$ cat src/hdl/s2k_pkg.sv
// Shared types, codes and constants for the string-to-key specifier parser.
package s2k_pkg;

  // Fixed field widths
  localparam int unsigned UNITS_W   = 20;
  localparam int unsigned SALT_W    = 64;
  localparam int unsigned SLEN_W    = 4;
  localparam int unsigned HLEN_W    = 7;
  localparam int unsigned CFG_IDX_W = 2;
  localparam int unsigned CFG_DAT_W = 20;

  // Salt bytes taken by salted and iterated specifiers
  localparam logic [SLEN_W-1:0] SALT_BYTES = 4'd8;

  // Result status codes
  localparam logic [1:0] ST_OK       = 2'd0;
  localparam logic [1:0] ST_BAD      = 2'd1;
  localparam logic [1:0] ST_NOTAVAIL = 2'd2;

  // Specifier type codes
  localparam logic [7:0] TYPE_PLAIN    = 8'd0;
  localparam logic [7:0] TYPE_SALTED   = 8'd1;
  localparam logic [7:0] TYPE_ITERATED = 8'd3;

  // Hash IDs
  localparam logic [7:0] HID_MD5    = 8'd1;
  localparam logic [7:0] HID_SHA1   = 8'd2;
  localparam logic [7:0] HID_SHA256 = 8'd8;
  localparam logic [7:0] HID_SHA384 = 8'd9;
  localparam logic [7:0] HID_SHA512 = 8'd10;

  // Hash kinds
  localparam logic [1:0] HK_NONE = 2'd0;
  localparam logic [1:0] HK_MD5  = 2'd1;
  localparam logic [1:0] HK_SHA1 = 2'd2;
  localparam logic [1:0] HK_SHA2 = 2'd3;

  // Configuration register indexes
  localparam logic [CFG_IDX_W-1:0] REG_MAX_UNITS = 2'd0;
  localparam logic [CFG_IDX_W-1:0] REG_MD5_EN    = 2'd1;
  localparam logic [CFG_IDX_W-1:0] REG_SHA2X_EN  = 2'd2;

  localparam logic [UNITS_W-1:0] MAX_UNITS_RESET = 20'd1015808;

  typedef struct packed {
    logic [7:0] data_byte;
    logic       record_start;
  } in_item_t;

  typedef struct packed {
    logic [1:0]         parse_status;
    logic [1:0]         hash_kind;
    logic [HLEN_W-1:0]  hash_len;
    logic [SALT_W-1:0]  salt_value;
    logic [SLEN_W-1:0]  salt_len;
    logic [UNITS_W-1:0] iteration_units;
  } out_item_t;

  // Configuration seen by the parser core
  typedef struct packed {
    logic [UNITS_W-1:0] max_hash_units;
    logic               md5_enable;
    logic               sha2_ext_enable;
  } cfg_t;

  // Parser phase, one-hot
  typedef enum logic [3:0] {
    PH_IDLE  = 4'b0001,
    PH_HASH  = 4'b0010,
    PH_SALT  = 4'b0100,
    PH_COUNT = 4'b1000
  } phase_t;

endpackage

$ cat src/hdl/s2k_in_if.sv
// Input word channel: one specifier byte with its record-start flag.
interface s2k_in_if import s2k_pkg::*; ();
  logic     valid;
  logic     ready;
  in_item_t data;

  modport source (output valid, output data, input ready);
  modport sink   (input valid, input data, output ready);
endinterface

$ cat src/hdl/s2k_out_if.sv
// Result word channel: one parse result per finished or failed record.
interface s2k_out_if import s2k_pkg::*; ();
  logic      valid;
  logic      ready;
  out_item_t data;

  modport source (output valid, output data, input ready);
  modport sink   (input valid, input data, output ready);
endinterface

$ cat src/hdl/s2k_cfg_if.sv
// Configuration write channel: register index and write data.
interface s2k_cfg_if import s2k_pkg::*; ();
  logic                 valid;
  logic                 ready;
  logic [CFG_IDX_W-1:0] index;
  logic [CFG_DAT_W-1:0] data;

  modport source (output valid, output index, output data, input ready);
  modport sink   (input valid, input index, input data, output ready);
endinterface

$ cat src/hdl/s2k_specifier_parser.sv
// String-to-key specifier parser: top level with input, result and config registers.
//
// Usage: bytes of a specifier stream arrive on in_ch, one word per byte, with
// record_start set on the type byte of each record. Each record that finishes
// or fails yields exactly one word on out_ch (status, hash kind and length,
// salt, decoded iteration count); every other byte yields none. A new start
// inside a record drops that record without a result.
// cfg_ch writes the count limit and the hash enables; it is always ready and
// is to be written only while no record is in flight.
// Result path: the byte that completes a record passes the input register, and its
// result is then loaded into the result register and presented on out_ch.
// Throughput: one byte per cycle while out_ch does not hold off a waiting result;
// the whole per-byte decode sits between the input register and the result register.
// Stall: while out_ch is held off, the result register and then the input
// register fill; in_ch drops ready once both are full and nothing is lost.
// Reset: synchronous rst_n clears the parser to idle, empties both registers
// and restores the configuration defaults.
module s2k_specifier_parser import s2k_pkg::*; (
  input  logic clk,
  input  logic rst_n,
  s2k_in_if.sink    in_ch,
  s2k_out_if.source out_ch,
  s2k_cfg_if.sink   cfg_ch
);

  cfg_t      cfg_r;
  logic      s1_valid_r;
  in_item_t  s1_item_r;
  logic      out_valid_r;
  out_item_t out_item_r;

  logic      out_load;
  logic      advance;
  logic      res_valid;
  out_item_t res;

  // Configuration registers
  assign cfg_ch.ready = 1'b1;

  always_ff @(posedge clk) begin
    if (!rst_n) begin
      cfg_r.max_hash_units  <= MAX_UNITS_RESET;
      cfg_r.md5_enable      <= 1'b1;
      cfg_r.sha2_ext_enable <= 1'b1;
    end else if (cfg_ch.valid) begin
      case (cfg_ch.index)
        REG_MAX_UNITS: cfg_r.max_hash_units  <= cfg_ch.data[UNITS_W-1:0];
        REG_MD5_EN:    cfg_r.md5_enable      <= cfg_ch.data[0];
        REG_SHA2X_EN:  cfg_r.sha2_ext_enable <= cfg_ch.data[0];
        default: begin
          cfg_r <= cfg_r;
        end
      endcase
    end
  end

  // Advance the input word when the result register can take a new word
  assign out_load    = !out_valid_r || out_ch.ready;
  assign advance     = s1_valid_r && out_load;
  assign in_ch.ready = !s1_valid_r || out_load;

  always_ff @(posedge clk) begin
    if (!rst_n) begin
      s1_valid_r <= 1'b0;
    end else if (in_ch.valid && in_ch.ready) begin
      s1_valid_r <= 1'b1;
    end else if (advance) begin
      s1_valid_r <= 1'b0;
    end
  end

  always_ff @(posedge clk) begin
    if (in_ch.valid && in_ch.ready) begin
      s1_item_r <= in_ch.data;
    end
  end

  s2k_core u_core (
    .clk        (clk),
    .rst_n      (rst_n),
    .item_valid (advance),
    .item       (s1_item_r),
    .cfg        (cfg_r),
    .res_valid  (res_valid),
    .res        (res)
  );

  // Result register
  always_ff @(posedge clk) begin
    if (!rst_n) begin
      out_valid_r <= 1'b0;
    end else if (out_load) begin
      out_valid_r <= res_valid;
    end
  end

  always_ff @(posedge clk) begin
    if (out_load && res_valid) begin
      out_item_r <= res;
    end
  end

  assign out_ch.valid = out_valid_r;
  assign out_ch.data  = out_item_r;

endmodule

$ cat src/hdl/s2k_hash_lut.sv
// Hash ID lookup: kind and digest length, gated by the enable registers.
module s2k_hash_lut import s2k_pkg::*; (
  input  logic [7:0]        hash_id,
  input  cfg_t              cfg,
  output logic              hit,
  output logic [1:0]        kind,
  output logic [HLEN_W-1:0] len
);

  // Match the ID against the fixed table
  always_comb begin
    hit  = 1'b0;
    kind = HK_NONE;
    len  = '0;
    case (hash_id)
      HID_MD5: begin
        hit  = cfg.md5_enable;
        kind = HK_MD5;
        len  = 7'd16;
      end
      HID_SHA1: begin
        hit  = 1'b1;
        kind = HK_SHA1;
        len  = 7'd20;
      end
      HID_SHA256: begin
        hit  = 1'b1;
        kind = HK_SHA2;
        len  = 7'd32;
      end
      HID_SHA384: begin
        hit  = cfg.sha2_ext_enable;
        kind = HK_SHA2;
        len  = 7'd48;
      end
      HID_SHA512: begin
        hit  = cfg.sha2_ext_enable;
        kind = HK_SHA2;
        len  = 7'd64;
      end
      default: begin
        hit = 1'b0;
      end
    endcase
  end

endmodule

$ cat src/hdl/s2k_core.sv
// Parser core: phase machine, held hash fields, salt shifter and count decode.
module s2k_core import s2k_pkg::*; (
  input  logic      clk,
  input  logic      rst_n,
  input  logic      item_valid,
  input  in_item_t  item,
  input  cfg_t      cfg,
  output logic      res_valid,
  output out_item_t res
);

  phase_t             phase_r, phase_nxt;
  logic [1:0]         type_r, type_nxt;
  logic [1:0]         kind_r, kind_nxt;
  logic [HLEN_W-1:0]  hlen_r, hlen_nxt;
  logic [SALT_W-1:0]  salt_r, salt_nxt;
  logic [SLEN_W-1:0]  cnt_r, cnt_nxt;

  logic               lut_hit;
  logic [1:0]         lut_kind;
  logic [HLEN_W-1:0]  lut_len;
  logic [UNITS_W-1:0] units;
  logic [7:0]         b;

  assign b = item.data_byte;

  s2k_hash_lut u_lut (
    .hash_id (b),
    .cfg     (cfg),
    .hit     (lut_hit),
    .kind    (lut_kind),
    .len     (lut_len)
  );

  // Decode the count byte: (16 + low nibble) shifted by high nibble
  assign units = {15'd0, 1'b1, b[3:0]} << b[7:4];

  // Next state and result for the current byte
  always_comb begin
    phase_nxt = phase_r;
    type_nxt  = type_r;
    kind_nxt  = kind_r;
    hlen_nxt  = hlen_r;
    salt_nxt  = salt_r;
    cnt_nxt   = cnt_r;
    res_valid = 1'b0;
    res       = '0;
    if (item_valid) begin
      if (item.record_start) begin
        // Start a new record, drop whatever was in progress
        salt_nxt = '0;
        cnt_nxt  = '0;
        kind_nxt = HK_NONE;
        hlen_nxt = '0;
        if (b != TYPE_PLAIN && b != TYPE_SALTED && b != TYPE_ITERATED) begin
          type_nxt         = 2'd0;
          phase_nxt        = PH_IDLE;
          res_valid        = 1'b1;
          res.parse_status = ST_BAD;
        end else begin
          type_nxt  = b[1:0];
          phase_nxt = PH_HASH;
        end
      end else begin
        case (phase_r)
          PH_HASH: begin
            if (!lut_hit) begin
              phase_nxt        = PH_IDLE;
              res_valid        = 1'b1;
              res.parse_status = ST_NOTAVAIL;
            end else begin
              kind_nxt = lut_kind;
              hlen_nxt = lut_len;
              if (type_r == TYPE_PLAIN[1:0]) begin
                phase_nxt        = PH_IDLE;
                res_valid        = 1'b1;
                res.parse_status = ST_OK;
                res.hash_kind    = lut_kind;
                res.hash_len     = lut_len;
              end else begin
                salt_nxt  = '0;
                cnt_nxt   = '0;
                phase_nxt = PH_SALT;
              end
            end
          end
          PH_SALT: begin
            // Shift in one salt byte, first byte ends on top
            salt_nxt = {salt_r[SALT_W-9:0], b};
            cnt_nxt  = cnt_r + 1'b1;
            if (cnt_nxt == SALT_BYTES) begin
              if (type_r == TYPE_SALTED[1:0]) begin
                phase_nxt        = PH_IDLE;
                res_valid        = 1'b1;
                res.parse_status = ST_OK;
                res.hash_kind    = kind_r;
                res.hash_len     = hlen_r;
                res.salt_value   = salt_nxt;
                res.salt_len     = SALT_BYTES;
              end else begin
                phase_nxt = PH_COUNT;
              end
            end
          end
          PH_COUNT: begin
            phase_nxt      = PH_IDLE;
            res_valid      = 1'b1;
            res.hash_kind  = kind_r;
            res.hash_len   = hlen_r;
            res.salt_value = salt_r;
            res.salt_len   = SALT_BYTES;
            if (units > cfg.max_hash_units) begin
              res.parse_status = ST_NOTAVAIL;
            end else begin
              res.parse_status    = ST_OK;
              res.iteration_units = units;
            end
          end
          default: begin
            phase_nxt = PH_IDLE;
          end
        endcase
      end
    end
  end

  // Hold parser state
  always_ff @(posedge clk) begin
    if (!rst_n) begin
      phase_r <= PH_IDLE;
      type_r  <= '0;
      kind_r  <= '0;
      hlen_r  <= '0;
      salt_r  <= '0;
      cnt_r   <= '0;
    end else begin
      phase_r <= phase_nxt;
      type_r  <= type_nxt;
      kind_r  <= kind_nxt;
      hlen_r  <= hlen_nxt;
      salt_r  <= salt_nxt;
      cnt_r   <= cnt_nxt;
    end
  end

endmodule

$ cat src/flat_wrapper.sv
// flat-port wrapper written by rule: the top's interface ports become plain ports
module s2k_specifier_parser_flat import s2k_pkg::*;
  (clk, rst_n, in_ch_valid, in_ch_data, in_ch_ready, out_ch_valid, out_ch_data, out_ch_ready, cfg_ch_valid, cfg_ch_index, cfg_ch_data, cfg_ch_ready);
  s2k_in_if in_ch_i ();
  s2k_out_if out_ch_i ();
  s2k_cfg_if cfg_ch_i ();
  input  logic clk;
  input  logic rst_n;
  input wire logic [$bits(in_ch_i.valid)-1:0] in_ch_valid;
  input wire logic [$bits(in_ch_i.data)-1:0] in_ch_data;
  output wire logic [$bits(in_ch_i.ready)-1:0] in_ch_ready;
  output wire logic [$bits(out_ch_i.valid)-1:0] out_ch_valid;
  output wire logic [$bits(out_ch_i.data)-1:0] out_ch_data;
  input wire logic [$bits(out_ch_i.ready)-1:0] out_ch_ready;
  input wire logic [$bits(cfg_ch_i.valid)-1:0] cfg_ch_valid;
  input wire logic [$bits(cfg_ch_i.index)-1:0] cfg_ch_index;
  input wire logic [$bits(cfg_ch_i.data)-1:0] cfg_ch_data;
  output wire logic [$bits(cfg_ch_i.ready)-1:0] cfg_ch_ready;
  assign in_ch_i.valid = in_ch_valid;
  assign in_ch_i.data = in_ch_data;
  assign in_ch_ready = in_ch_i.ready;
  assign out_ch_valid = out_ch_i.valid;
  assign out_ch_data = out_ch_i.data;
  assign out_ch_i.ready = out_ch_ready;
  assign cfg_ch_i.valid = cfg_ch_valid;
  assign cfg_ch_i.index = cfg_ch_index;
  assign cfg_ch_i.data = cfg_ch_data;
  assign cfg_ch_ready = cfg_ch_i.ready;
  s2k_specifier_parser u_core (.clk(clk), .rst_n(rst_n), .in_ch(in_ch_i), .out_ch(out_ch_i), .cfg_ch(cfg_ch_i));
endmodule
$ cat config.mk
export PLATFORM = sky130hd
export DESIGN_NAME = s2k_specifier_parser_flat
export DESIGN_NICKNAME = d
export VERILOG_FILES = /design/src/hdl/s2k_pkg.sv /design/src/hdl/s2k_in_if.sv /design/src/hdl/s2k_out_if.sv /design/src/hdl/s2k_cfg_if.sv /design/src/hdl/s2k_specifier_parser.sv /design/src/hdl/s2k_hash_lut.sv /design/src/hdl/s2k_core.sv /design/src/flat_wrapper.sv
export SDC_FILE = /design/constraint.sdc
export NUM_CORES = 1
export LEC_CHECK = 0
export ABC_AREA = 1
export BUFFER_PORTS_ARGS = -buffer_cell sky130_fd_sc_hd__buf_2
export CAP_MARGIN = 40
export CORE_UTILIZATION = 63
export CTS_CLUSTER_DIAMETER = 100
export DETAILED_ROUTE_END_ITERATION = 12
export PLACE_DENSITY = 0.86
export SLEW_MARGIN = 20
export SYNTH_ARGS = -nofsm -noshare
export SYNTH_HDL_FRONTEND = slang
export SYNTH_HIERARCHICAL = 1
export SYNTH_SLANG_ARGS = --single-unit
$ cat constraint.sdc
create_clock -name clk -period 11.5 [get_ports clk]
set_clock_uncertainty 0.15 [all_clocks]
set_input_delay 1.15 -clock clk [delete_from_list [all_inputs] [get_ports clk]]
set_output_delay 1.15 -clock clk [all_outputs]
set_load 0.1 [all_outputs]
==> run summary <==
Status = complete, no violations
CTS resizes = 0
Routed Antenna Nets = 0
Core area = 15900 um2
Top Ports = 138
Mapped Area = 10300 um2
Seq pwr share = 0.482
Max-slew violation count = 0
Top delay family on crit path = simple AND/OR/NAND/NOR gates
First-pass GRT wire length = 37200 um
Worst EP required = 11480 ps
Crit Path Class = primary input to flop
Crit path buf inv count = 6
Peak fanout along the critical path = 62
Number of synthesized flops with an enable pin = 108
Initial DRC Count = 1344
FF-to-FF Start = u_core/s1_item_r[5]$_DFFE_PP_
Worst hold path class = flop to flop
Worst hold path cell count = 2
Cell Rows = 46
Die Y = 130 um
Avg Synthesized Cell Area = 8.37 um2
Routed wire length per instance = 14.9 um
Number of vias per cell = 5.76
Crit path arrival time = 4080 ps
Crit path max-delay cell type = buf_4
VDD IR max = 0.000123 V
Depth of the worst register-to-register path = 16
Synthesis-stage register bit count = 215
Post-DP HPWL = 14300 um
Lkg Pwr = 4.63 nW
Hold Fails Final Rpt = 0
Final wirelength = 23000 um
Cts hold-fix bufs = 0
Relative slew slack = 0.438
Net Sw Power = 0.000489 W
Reg clk slew, reported paths = 60 ps
Most common cell in the netlist = nand2_1
Slew @ Worst Pin = 843 ps
Grt ovf = 0
Largest stage delay, worst path = 590 ps
Beginning of the worst hold path = u_core/cfg_r[20]$_SDFFE_PN1P_
Largest net degree at the start of global routing = 92
Pwr Density = 154 nW/um2
Post-CTS Setup Bufs = 0
Routability cong. = 0.876
Synth top area cells = edfxtp_1, dfxtp_1, nand2_1
Worst path cell trace = buf_2 > nor2_1 > nor2_1 > inv_1 > nor2_1 > nand2_1 > clkinv_1 > nand2_1 > nand2_1 > inv_1 > nor2_4 > buf_16 > buf_4
Sw Ratio = 0.275
Top cells by count, synth = nand2_1, nor2_1, inv_1
Initial core utilization = 0.646
PortBufs = 136
Max Cap Violations = 0
Post-synth top area cell = edfxtp_1
Initial antenna violation count = 1
R2r endpoint = u_core/out_ch.data[1]$_DFFE_PP_
Die footprint = 16900 um2
R2r setup slk = 7580 ps
End point of the worst hold path = u_core/cfg_r[20]$_SDFFE_PN1P_
Synth async-reset ratio = 0
Total CTS buffers = 22
Clock Path Buffers = 3
CTS root buf = clkbuf_16
H-tree Lvls = 1
Netlist cell types = 38
Aggregate global-route resource usage = 0.274
Setup_tns = 0 ps
Vias in the first global route = 7692
Cell-internal power = 0.00129 W
Clk pwr share = 0.393
Comb pwr share = 0.125
Register area share after synthesis = 0.523
Diode count = 0
CTS tree = built
Mapped Cells = 1231
Final Cycle Share = 0.356
Synth top area share = 0.315
Layout net count = 1374
RSZ-0062 raised after global routing = no
CP Capture Type = flop
Skew-Pair Late Insertion Delay = 500 ps
Syn-to-layout area delta = 12.5%
DR pass1 iterations = 6
Chip width = 130 um
Fmax = 244 MHz
Crit path time final = 4090 ps
Ys flop type = edfxtp_1
Share of cells above drive strength 1 = 0.158
Setup violators final = 0
DRC errors left = 0
Final Core Density = 0.727
DR vias = 8911
Yosys warns = 6
CP Launch Type = primary input
CTS sink cnt = 215
## stage by stage
step           hold slack, ps  instances  cell area (um2)  setup slack (ps)  total power (W)
2_1_floorplan             279       1235            10300              4510          0.00106
6_report                  316       1548            11600              7410          0.00178
3_5_place_dp              303       1508            10900              6870          0.00109
5_1_grt                   345       1548            11600              7110          0.00184
4_1_cts                   321       1548            11600              7380          0.00179
3_3_place_gp              291       1507            10800              6790          0.00109
## worst max path at each step
stage,from,to,slack (ps),cells after the start
2_1_floorplan,out_ch_ready,u_core/out_ch.data[0]$_DFFE_PP_,4510,10
3_3_place_gp,out_ch_ready,u_core/out_ch.data[38]$_DFFE_PP_,6790,12
3_5_place_dp,out_ch_ready,u_core/out_ch.data[38]$_DFFE_PP_,6870,13
4_1_cts,out_ch_ready,u_core/out_ch.data[78]$_DFFE_PP_,7380,13
5_1_grt,out_ch_ready,u_core/out_ch.data[89]$_DFFE_PP_,7110,13
6_report,out_ch_ready,u_core/out_ch.data[94]$_DFFE_PP_,7410,13
## power by group through the flow
stage / clock [W] / combinational (W) / sequential (W)
after floorplan: 0 / 0.0000930 / 0.000963
after global placement: 0 / 0.000214 / 0.000874
after detailed placement: 0 / 0.000219 / 0.000875
after CTS: 0.000708 / 0.000221 / 0.000859
after global routing: 0.000737 / 0.000239 / 0.000863
final: 0.000700 / 0.000222 / 0.000859
## cells by family (layout without fill, tap and decap cells)
| family | after synthesis | in the layout | synth area share |
|---|---|---|---|
| fa+ha+maj | 22 | 22 | 0.0267 |
| flops | 215 | 215 | 0.523 |
| simple gates | 516 | 516 | 0.214 |
| other cells | 3 | 7 | 0.00109 |
| mux | 2 | 2 | 0.00194 |
| xor+xnor | 2 | 2 | 0.00170 |
| buf+inv | 212 | 309 | 0.0952 |
| compound gates | 259 | 259 | 0.136 |
## registers in the layout, indices dropped and copies added (netlist names)
signal and flops:
u_core/u_core/hlen_r 7, u_core/u_core/kind_r 2, u_core/s1_item_r 9, u_core/cfg_r 22
u_core/out_ch.valid 1, u_core/u_core/salt_r 64, u_core/out_ch.data 99, u_core/u_core/type_r 2
u_core/u_core/phase_r 4, u_core/u_core/cnt_r 4, u_core/s1_valid_r 1
## routing by layer
layer,part of all wire,vias to the layer above,track usage
li1,-,4291,-
met1,0.41,4104,0.378
met2,0.48,459,0.453
met3,0.075,57,0.0344
met4,0.027,0,0.0828
met5,0,-,0
## cells in the final DEF (no fill, tap or decap), types with 22 or more instances in the layout
cell type / n
nor2_1: 137
dfxtp_1: 107
clkbuf_16: 22
a31oi_1: 64
o21ai_0: 74
nand3_1: 113
inv_1: 112
nand2_1: 227
buf_2: 136
ha_1: 22
a21oi_1: 109
edfxtp_1: 108
## tightest hold or removal path, stage by stage, from the launching register on
cell and delay, ps:
dfxtp_1 330, nand2_1 60, nand3_1 50
## final cells by class
type	instances	area [um2]
clock inverter	13	134
timing repair buffer	146	776
clock buffer	27	589
sequential	215	5390
multi-input combinational	808	3980
fill	1184	4350
inverter	123	463
tap	216	270
(Power assumes the default switching activity.)
